### src/kst_pkg.sv
package kst_pkg;

    localparam int CAPACITY = 64;
    localparam int ID_BITS  = 16;

    localparam int IDX_W  = $clog2(CAPACITY);
    localparam int CNT_W  = $clog2(CAPACITY + 1);
    localparam int SUM_W  = 16 + IDX_W;
    localparam int SQ_W   = 32 + IDX_W;
    localparam int P2_W   = 2 * SUM_W;
    localparam int D_W    = CNT_W + SQ_W;
    localparam int NN_W   = 2 * CNT_W;
    localparam int DIV_W  = D_W + 16;
    localparam int ALU_W  = DIV_W + 1;
    localparam int SQ_TOP = ((DIV_W - 1) / 2) * 2;
    localparam int STEP_W = $clog2(DIV_W + 1);

    localparam logic [15:0] EMPTY_MIN = 16'hFFFF;

    localparam logic FUNC_ADD = 1'b0;
    localparam logic FUNC_DEL = 1'b1;

    typedef struct packed {
        logic        func;
        logic [15:0] record_id;
        logic [15:0] score_value;
    } t_cmd;

    typedef struct packed {
        logic        op_ok;
        logic [6:0]  entry_count;
        logic [15:0] min_score;
        logic [15:0] max_score;
        logic [23:0] mean_score;
        logic [23:0] std_dev;
    } t_res;

    typedef enum logic [3:0] {
        S_IDLE,
        S_DEL_RD,
        S_DEL_CMP,
        S_SH_RD,
        S_SH_WR,
        S_MM_RD,
        S_MM_CMP,
        S_MUL,
        S_SETUP,
        S_DIV_M,
        S_DIV_D,
        S_SQRT
    } t_state;

endpackage

### src/kst_table.sv
module kst_table (
    input  logic                      i_clk,
    input  logic                      i_we,
    input  logic [kst_pkg::IDX_W-1:0] i_waddr,
    input  logic [kst_pkg::ID_BITS-1:0] i_wid,
    input  logic [15:0]               i_wscore,
    input  logic [kst_pkg::IDX_W-1:0] i_raddr,
    output logic [kst_pkg::ID_BITS-1:0] o_rid,
    output logic [15:0]               o_rscore
);
    import kst_pkg::*;

    logic [ID_BITS-1:0] r_ids    [CAPACITY];
    logic [15:0]        r_scores [CAPACITY];

    always_ff @(posedge i_clk) begin
        if (i_we) begin
            r_ids[i_waddr]    <= i_wid;
            r_scores[i_waddr] <= i_wscore;
        end
        o_rid    <= r_ids[i_raddr];
        o_rscore <= r_scores[i_raddr];
    end
endmodule

### config.mk
export PLATFORM = sky130hd
export DESIGN_NAME = kst_table
export DESIGN_NICKNAME = d
export VERILOG_FILES = /design/src/kst_pkg.sv /design/src/kst_table.sv
export SDC_FILE = /design/constraint.sdc
export NUM_CORES = 2
export LEC_CHECK = 0
export BUFFER_PORTS_ARGS = -buffer_cell sky130_fd_sc_hd__buf_2
export CORE_UTILIZATION = 52
export CTS_BUF_LIST = sky130_fd_sc_hd__clkbuf_4 sky130_fd_sc_hd__clkbuf_8 sky130_fd_sc_hd__clkbuf_16
export CTS_CLUSTER_DIAMETER = 200
export DETAILED_ROUTE_END_ITERATION = 12
export GPL_ROUTABILITY_DRIVEN = 1
export PLACE_DENSITY_LB_ADDON = 0.08
export SETUP_SLACK_MARGIN = 0.3
export SKIP_CTS_REPAIR_TIMING = 1
export SLEW_MARGIN = 0
export SYNTH_ARGS = -nofsm -noshare
export SYNTH_HDL_FRONTEND = slang
export SYNTH_SLANG_ARGS = --single-unit
### constraint.sdc
create_clock -name i_clk -period 3.8 [get_ports i_clk]
set_input_delay 0.76 -clock i_clk [delete_from_list [all_inputs] [get_ports i_clk]]
set_output_delay 0.76 -clock i_clk [all_outputs]
set_load 0.01 [all_outputs]
==> flow_summary.toml <==
[logic_synthesis]
synth_nets = 3372
synth_cells = 3326
ys_types = 38
avgSynthCellArea_um2 = 23.7
ys_ff_latch = 2080
synth_warnings = 0
syn_area_um2 = 78700
ys_seq_area_share_pct = 79.0

[worst_hold_path]
hold_depth = 3
hold_start = "i_raddr[4]"
min_to = "o_rscore[12]$_DFF_P_"
hold_path_class = "in -> reg"

[critical_path]
startpoint = "i_raddr[0]"
reg2regPathDepth = 4
cp.required_ns = 4.46
start_kind = "primary input"
critical_path_peak_fanout = 20
worst-setup-path-type = "in -> reg"
end_kind = "flop"
rr_endpoint = "o_rid[2]$_DFF_P_"
r2r_slack_ns = 1.35
r2r_start = "r_ids[63][2]$_DFFE_PP_"
cp_data_arrival_time_ns = 3.66

[place]
portBuffers = 77
post_dp_cell_area_um2 = 83700
dp_cells = 5470
dpl.hpwl_um = 121000
gp_congestion = 0.822

[final_layout]
syn2layout_area_growth_pct = 14.8
layout.nets = 3707
mostFrequentLayoutCell = "edfxtp_1"
final_cell_mix = "edfxtp_1 (2,048), mux4_2 (524), clkbuf_16 (208)"
drive_above_1_share_pct = 33.0
stdcell_count = 5860
design_area_um2 = 90400

[floorplanning]
num_io_pins = 78
die_area_um2 = 153000
fp.dieH_um = 391
core_area_um2 = 150000
dieWidth_um = 391
rows = 142
initial_utilization_pct = 52.5

[timing]
relSlewSlack_pct = 8.35
setup_viol = 0
skew_ns = 0.0206
rsz0062_at_grt = "false"
worstMarginPinSlew_ns = 1.37
max_freq_ghz = 0.334
hold_viol = 0
slew_violations = 0
layout_min_cycle_time_ns = 2.99
fin_crit_sh_pct = 78.8
holdWs_ns = 0.583

[power_and_ir_drop]
power_w = 0.0477
peakVddDrop_mv = 0.384
power-per-cell-area_nw_per_um2 = 528
p_leak_nw = 28.5

[global_routing]
grt_remaining_overflow = 0
track_usage_pct = 28.1
grt_pass1_vias = 38300
grt_first_pass_wirelength_um = 294000
antenna_found_initial = 33
grt_max_degree = 68

[clock_network]
h-tree-depth = 4
cts_tree = "yes"
ctsLongestPathBuffers = 3
cts_root_buffer = "clkbuf_16"
numClockSinks = 2080
clkTransAtPathRegs_ns = 0.06
clk_latency_ns = 0.83
numCtsBuffers = 205

[drt]
drt-vias-per-instance = 6.47
routed_wirelength_um = 211000
ant_nets = 0
num_vias = 37900
routedWlPerCell_um = 35.9
drtIter0Drc = 4492
drt_pre_antenna_iters = 5
drc_errors = 0

[run]
cap_viol_max_count = 0

[status]
status = "finished clean"
==> critical path, cell delays in order <==
cell and delay (ns):
buf_8 0.26, buf_4 0.43, buf_4 0.32, mux4_2 0.52
mux2_2 0.27, a21oi_1 0.86, a21oi_1 0.17
==> kinds of logic (layout without fill, tap and decap cells) <==
logic type | Yosys count | after routing | share of synthesized area [%]
buffers and inverters | 185 | 689 | 1.22
other | 0 | 14 | 0
flip-flops | 2080 | 2080 | 79.0
AO/OA/AOI/OAI | 243 | 243 | 2.21
multiplexers | 650 | 650 | 16.6
AND/OR/NAND/NOR | 168 | 168 | 0.983
==> Yosys cell counts <==
master     count  share of area (%)
nand3_1       19               0.12
clkbuf_1      70               0.33
buf_6          8               0.11
mux2_2        10               0.14
o211ai_1      25               0.24
and2_1         4              0.032
nand2_1       21               0.10
o211a_1        7              0.089
mux4_2       524                 15
nor2_1        82               0.39
buf_1         19              0.091
edfxtp_1    2048                 78
o2111ai_1      2              0.022
nand2b_1       4              0.032
a211oi_1       6              0.057
and3_1         1             0.0080
o21ai_0        9              0.057
a22oi_1       68               0.65
or2_2          3              0.024
nor3_1         6              0.038
o221ai_1      12               0.13
mux2i_1      116                1.5
buf_2         57               0.36
a22o_1        13               0.14
nand3b_1       5              0.048
a221oi_1      17               0.19
buf_4         29               0.28
o22ai_1       40               0.32
a32oi_1        1              0.011
or3_1          1             0.0080
dfxtp_1       32               0.81
buf_8          2              0.038
a221o_1        3              0.038
or3b_2         2              0.022
a31oi_1        6              0.048
a21oi_1       34               0.22
nand4_1        1             0.0080
nor2b_1       19               0.15
==> power by group <==
part	leakage, nW	internal (W)	switching (W)
Clock	3.33	0.0113	0.00844
Combinational	6.48	0.000934	0.00152
Sequential	18.7	0.0254	0.000101
==> registers in the layout, indices dropped and copies added (netlist names) <==
register and count:
o_rid 16, o_rscore 16, r_ids 1024, r_scores 1024
==> metal layers <==
layer | vias up | part of all wire [%] | global-route usage [%]
met4 | 8 | 2.4 | 7.42
met5 | - | 0.019 | 0
met2 | 1856 | 48 | 44.5
met1 | 20700 | 41 | 40.6
li1 | 15100 | - | -
met3 | 322 | 8.6 | 5.24
==> stage by stage <==
stage | TNS, ns | setup WS, ns | util, %
2_1_floorplan | 0 | 0.430 | -
3_3_place_gp | -0.0599 | -0.0599 | 55.8
3_5_place_dp | -0.0681 | -0.0681 | 55.8
4_1_cts | 0 | 0.814 | 60.2
5_1_grt | 0 | 0.746 | 60.2
6_report | 0 | 0.806 | 60.3
==> how the worst max path moves through the flow <==
| stage | slack [ns] | depth (start not counted) | endpoint |
|---|---|---|---|
| after floorplan | 0.43 | 4 | r_ids[16][0]$_DFFE_PP_ |
| after global placement | -0.06 | 7 | o_rscore[5]$_DFF_P_ |
| after detailed placement | -0.07 | 7 | o_rscore[5]$_DFF_P_ |
| after CTS | 0.81 | 7 | o_rscore[5]$_DFF_P_ |
| after global routing | 0.75 | 8 | o_rscore[5]$_DFF_P_ |
| final | 0.81 | 7 | o_rscore[5]$_DFF_P_ |
==> area by class of cell <==
class	count	area [um2]
flip-flops and latches	2080	62100
fillers	10500	59600
multi-input cells	1061	16100
clock buffers	276	5790
repair buffers	313	2980
well taps	2016	2520
clock inverters	100	792
diodes	14	35.0
Note: power is estimated with default switching activity, not from simulation.
