--- config.mk ---
export PLATFORM = sky130hd
export DESIGN_NAME = kst_sub
export DESIGN_NICKNAME = d
export VERILOG_FILES = /design/src/kst_pkg.sv /design/src/kst_sub.sv
export SDC_FILE = /design/constraint.sdc
export NUM_CORES = 1
export LEC_CHECK = 0
export ABC_AREA = 1
export BUFFER_PORTS_ARGS = -buffer_cell sky130_fd_sc_hd__buf_4
export CAP_MARGIN = 40
export CORE_MARGIN = 1
export CORE_UTILIZATION = 45
export DETAILED_ROUTE_END_ITERATION = 6
export PLACE_DENSITY = 0.72
export SYNTH_ARGS = -nofsm -noshare
export SYNTH_HDL_FRONTEND = slang
export SYNTH_SLANG_ARGS = --single-unit
--- constraint.sdc ---
create_clock -name vclk -period 4.26
set_clock_uncertainty 0.1 [all_clocks]
set_input_delay 0.426 -clock vclk [all_inputs]
set_output_delay 0.426 -clock vclk [all_outputs]
set_load 0.02 [all_outputs]
--- src/kst_pkg.sv ---
package kst_pkg;

    localparam int CAPACITY = 64;
    localparam int ID_BITS  = 16;

    localparam int IDX_W  = $clog2(CAPACITY);
    localparam int CNT_W  = $clog2(CAPACITY + 1);
    localparam int SUM_W  = 16 + IDX_W;
    localparam int SQ_W   = 32 + IDX_W;
    localparam int P2_W   = 2 * SUM_W;
    localparam int D_W    = CNT_W + SQ_W;
    localparam int NN_W   = 2 * CNT_W;
    localparam int DIV_W  = D_W + 16;
    localparam int ALU_W  = DIV_W + 1;
    localparam int SQ_TOP = ((DIV_W - 1) / 2) * 2;
    localparam int STEP_W = $clog2(DIV_W + 1);

    localparam logic [15:0] EMPTY_MIN = 16'hFFFF;

    localparam logic FUNC_ADD = 1'b0;
    localparam logic FUNC_DEL = 1'b1;

    typedef struct packed {
        logic        func;
        logic [15:0] record_id;
        logic [15:0] score_value;
    } t_cmd;

    typedef struct packed {
        logic        op_ok;
        logic [6:0]  entry_count;
        logic [15:0] min_score;
        logic [15:0] max_score;
        logic [23:0] mean_score;
        logic [23:0] std_dev;
    } t_res;

    typedef enum logic [3:0] {
        S_IDLE,
        S_DEL_RD,
        S_DEL_CMP,
        S_SH_RD,
        S_SH_WR,
        S_MM_RD,
        S_MM_CMP,
        S_MUL,
        S_SETUP,
        S_DIV_M,
        S_DIV_D,
        S_SQRT
    } t_state;

endpackage

--- src/kst_sub.sv ---
module kst_sub (
    input  logic [kst_pkg::ALU_W-1:0] i_a,
    input  logic [kst_pkg::ALU_W-1:0] i_b,
    output logic [kst_pkg::ALU_W-1:0] o_diff,
    output logic                      o_ge
);
    import kst_pkg::*;

    logic [ALU_W:0] w_full;

    // The borrow out of one subtraction gives both the difference and the compare.
    assign w_full = {1'b0, i_a} - {1'b0, i_b};
    assign o_diff = w_full[ALU_W-1:0];
    assign o_ge   = ~w_full[ALU_W];
endmodule

==> results of run 1 <==
-- report_power, final --
part	total (mW)	switching, mW	internal (mW)	leakage, nW
clock	0	0	0	0
combinational	1.27	0.786	0.481	5.31
sequential	0	0	0	0
total	1.27	0.786	0.481	5.31
-- placed cells by master, fill, tap and decap left out, drive strengths merged --
master / n
nand3b: 1
nor4: 1
and2: 1
nand2: 574
a21o: 1
buf: 187
o21bai: 8
nor2: 107
xnor2: 1
nand4: 18
or2: 1
clkinv: 1
a21oi: 42
inv: 360
nand3: 61
nor3: 16
fa: 1
ha: 62
o21ai: 2
xor2: 30
-- per-stage QoR --
stage,util,hold slack [ns],cell area (µm²)
2_1_floorplan,-,0.9335,6023
3_3_place_gp,0.5956,1.111,7639
3_5_place_dp,0.5956,1.109,7639
4_1_cts,0.5956,1.112,7639
5_1_grt,0.5956,1.125,7639
6_report,0.5956,1.110,7639
-- metal layers --
metal  wire length (µm)  share of wire
met1              11220           0.51
met2               9081           0.41
met4                367          0.017
met3               1490          0.067
met5                  0              0
-- layout make-up --
class                      instances  area (µm²)  share of cell area
timing repair buffer             187        1404              0.1838
multi-input combinational        927        4664              0.6106
tap                              172       215.2             0.02817
inverter                         361        1355              0.1774
-- kinds of logic (layout without fill, tap and decap cells) --
kind of cell	after synthesis	count (layout)	share of synthesized area
AND/OR/NAND/NOR	780	780	0.5494
AO/OA/AOI/OAI	53	53	0.04778
buffers and inverters	362	548	0.2256
adder cells (fa/ha/maj)	63	63	0.1321
XOR/XNOR	31	31	0.04508
-- final timing paths --
path,depth (start not counted),slack (ns),endpoint,start
hold / removal,4,1.11,o_diff[0],i_b[0]
setup / recovery,16,1.30,o_ge,i_a[0]
-- critical path: cells and delay by family --
| kind | cells | cell delay [ns] |
|---|---|---|
| fa+ha+maj | 2 | 0.68 |
| simple gates | 10 | 0.96 |
| buf+inv | 4 | 0.38 |
==> reports/results.ini, run 1 <==
[status]
outcome = finished, final reports clean

[yosys]
synth_area_leaders = nand2_1, inv_1, ha_1
synth_top_area_frac = 0.3396
synth_most_common_cell = nand2_1
yosys_warnings = 0
synth.net_count = 1476
netlist_area_um2 = 6023
ys_types = 26
synth_area_per_cell_um2 = 4.673
synth_area_leader_cell = nand2_1
synthCells = 1289
ys_seq_area_frac = 0
synthTopCellsByCount = nand2_1, inv_1, nor2_1

[layout]
fin_cells = 1647
num-clock-buffers = 0
layout.area.seq_um2 = 0
fill_cells = 1428
area_delta_synth_final_pct = 26.82
drive_above_1_share = 0.1783
seq_cell_count = 0
diodes = 0
num-nets-final = 1664

[timing]
slew_violations = 0
fin_setup_tns_ns = 0
layout_setup_ws_ns = 1.304
finalSetupViolCount = 0
rsz0062_at_grt = no
period_minus_slack_ns = 2.956
timing.final.crit_share = 0.6940
worst_pin_slew_ns = 0.5730
slew_headroom = 0.6140
hold_viol = 0
fmax_ghz = 0.3383

[drt]
drc_errors = 0
first_iter_violations = 483
drt_pass1_iterations = 5
vias_per_cell = 4.702
dr_total_vias = 7744
ant_nets = 0
wl_per_cell_um = 13.46
wl_mm = 22.16

[setup_path]
end_kind = primary output
path_max_fanout = 5
arrival_ns = 2.43
slowest_stage = fa_1
worst_path_most_repeated_cell = nand2_1
path_cells = buf_4 -> inv_1 -> ha_1 -> fa_1 -> inv_1 -> nand3_1 -> nand2_2 -> nand2_1 -> nand2_2 -> nand2_1 -> nand2_2 -> nand3_1 -> nand3_1 -> nand2_1 -> nand2_1 -> buf_4
crit_type = primary input to primary output
cp-start-kind = primary input
max_stage_delay_ns = 0.46
worstPathRequired_ns = 3.73

[power_and_ir_drop]
power_mw = 1.267
max-vdd-ir-drop_mv = 0.1063
leakagePower_nw = 5.313
power.density_nw_per_um2 = 165.9

[clock_tree]
cts_hold_buffers = 0
cts_resized = 0
postCtsSetupRepairBufs = 0

[grt]
grt_antenna_before_repair = 0
grt_pass1_vias = 6987
use_met2 = 0.4901
busiest_layer = met2
grt_usage = 0.3131
grt_pass1_wl_mm = 34.66
grt_max_degree = 9
overflow = 0
met1_usage = 0.4711
grt_use_met3 = 0.02277

[place]
dpl.hpwl_mm = 20.32
place.gp.congestion = 1.017
dpl.cell_count = 1647
place_ws_ns = 1.324
port_buffers = 187

[die]
chipHeight_um = 117.7
rows = 41
design.core.area_um2 = 12820
die_area_um2 = 13850
initial_utilization = 0.4697
io_pins = 187
die_w_um = 117.7

[min_path]
hold_path_class = primary input to primary output

[run]
cap_violations = 0

No activity file was read; power rests on OpenSTA's default activity.
==> run 2: changes to the inputs <==
==> constraint.sdc (replaced) <==
create_clock -name vclk -period 2.9
set_clock_uncertainty 0.1 [all_clocks]
set_input_delay 0.29 -clock vclk [all_inputs]
set_output_delay 0.29 -clock vclk [all_outputs]
set_load 0.02 [all_outputs]
==> reports/results.ini, run 2 (synthesized netlist as in run 1, its figures left out) <==
[status]
outcome = finished, final reports clean

[drt]
met1_length_mm = 11.12  ; -0.92%
drt_pass1_iterations = 5  ; unchanged
drc_errors = 0  ; unchanged
dr_total_vias = 7858  ; +1.5%
ant_nets = 0  ; unchanged
wl_per_cell_um = 13.54  ; +0.62%
highest_layer = met4
wl_mm = 22.30  ; +0.62%
vias_per_cell = 4.771  ; +1.5%
first_iter_violations = 558  ; +16%
route.met3.wl_mm = 1.623  ; +8.9%
wl_met2_mm = 9.131  ; +0.55%

[grt]
grt_usage = 0.3219  ; +0.008809
grt_antenna_before_repair = 0  ; unchanged
grt_pass1_wl_mm = 35.74  ; +3.1%
overflow = 0  ; unchanged
grt_pass1_vias = 7174  ; +2.7%
grt_max_degree = 9  ; unchanged

[power_and_ir_drop]
power.density_nw_per_um2 = 244.1  ; +47%
leakagePower_nw = 5.313  ; unchanged
max-vdd-ir-drop_mv = 0.1528  ; +44%

[timing]
hold_viol = 0  ; unchanged
period_minus_slack_ns = 2.687
slew_headroom = 0.6062  ; -0.007764
fin_setup_tns_ns = 0  ; unchanged
worst_pin_slew_ns = 0.5845  ; +0.01152 ns
slew_violations = 0  ; unchanged
rsz0062_at_grt = no
fmax_ghz = 0.3721
finalSetupViolCount = 0  ; unchanged
timing.final.crit_share = 0.9266

[setup_path]
crit_type = primary input to primary output
path_max_fanout = 5  ; unchanged
critPathLaunch = i_a[0]
arrival_ns = 2.30  ; -0.13 ns
end_kind = primary output
worstPathRequired_ns = 2.51  ; -1.22 ns
cp-start-kind = primary input

[layout]
diodes = 0  ; unchanged
num-nets-final = 1664  ; unchanged
layout.area.seq_um2 = 0  ; unchanged
drive_above_1_share = 0.1783  ; unchanged
final_util = 0.5956  ; unchanged
stdcell_area_um2 = 7639  ; unchanged
seq_cell_count = 0  ; unchanged
num-clock-buffers = 0  ; unchanged
fill_cells = 1463  ; +2.5%
layout_common_cells = nand2_1, inv_1, buf_4
area_delta_synth_final_pct = 26.82  ; unchanged
final_common_cell = nand2_1
multiInputGateArea_um2 = 4664  ; unchanged

[place]
port_buffers = 187  ; unchanged
dpl.hpwl_mm = 20.41  ; +0.41%
place.gp.congestion = 1.000  ; -1.6%
placed_cell_area_um2 = 7639  ; unchanged

[clock_tree]
cts_hold_buffers = 0  ; unchanged
cts_resized = 0  ; unchanged
postCtsSetupRepairBufs = 0  ; unchanged

[min_path]
hold_path_class = primary input to primary output
hold_start = i_b[0]

[run]
cap_violations = 0  ; unchanged

[die]
io_pins = 187  ; unchanged
die_w_um = 117.7  ; unchanged
die_area_um2 = 13850  ; unchanged
rows = 41  ; unchanged
chipHeight_um = 117.7  ; unchanged
initial_utilization = 0.4697  ; unchanged
design.core.area_um2 = 12820  ; unchanged

## run 2: cell counts in the layout (fill, tap and decap cells not counted)
Identical to the previous run, type by type.
## run 2: critical path, cell delays in order
cell     delay (ns)
buf_4          0.08
inv_1          0.03
ha_1           0.21
fa_1           0.47
inv_1          0.13
nand3_1        0.10
nand2_2        0.15
nand2_1        0.08
nand2_2        0.08
nand2_1        0.07
nand2_2        0.09
nand2_1        0.05
nand2_1        0.07
xor2_1         0.22
buf_4          0.18
## run 2: report_power, final
group          total [mW]  leakage [nW]  internal [mW]  switching, mW
logic                1.86          5.31          0.706           1.16
registers               0             0              0              0
clock network           0             0              0              0
total                1.86          5.31          0.706           1.16
## run 2: per-layer routing
| layer | vias up | global-route usage |
|---|---|---|
| li1 | 4139 | - |
| met1 | 3452 | 0.4829 |
| met2 | 241 | 0.4893 |
| met3 | 26 | 0.03440 |
| met4 | 0 | 0.06090 |
| met5 | - | 0 |
## run 2: worst paths after layout
check	endpoint	slack [ns]	cells past startpoint
min	o_diff[0]	0.84	4
max	o_diff[30]	0.21	15
## run 2: layout make-up
class	count	share of cell area
Multi-Input combinational cell	927	0.6106
Timing Repair Buffer	187	0.1838
Inverter	361	0.1774
Tap cell	172	0.02817
## run 2: metrics by stage
step,power [mW],hold slack [ns],setup slack [ns],std cells
after detailed placement,1.839,0.8364,0.2948,1647
final,1.865,0.8375,0.2128,1647
after global placement,1.833,0.8396,0.3139,1647
after floorplan,1.132,0.6615,0.5885,1289
after CTS,1.846,0.8389,0.2830,1647
after global routing,2.041,0.8529,0.06972,1647
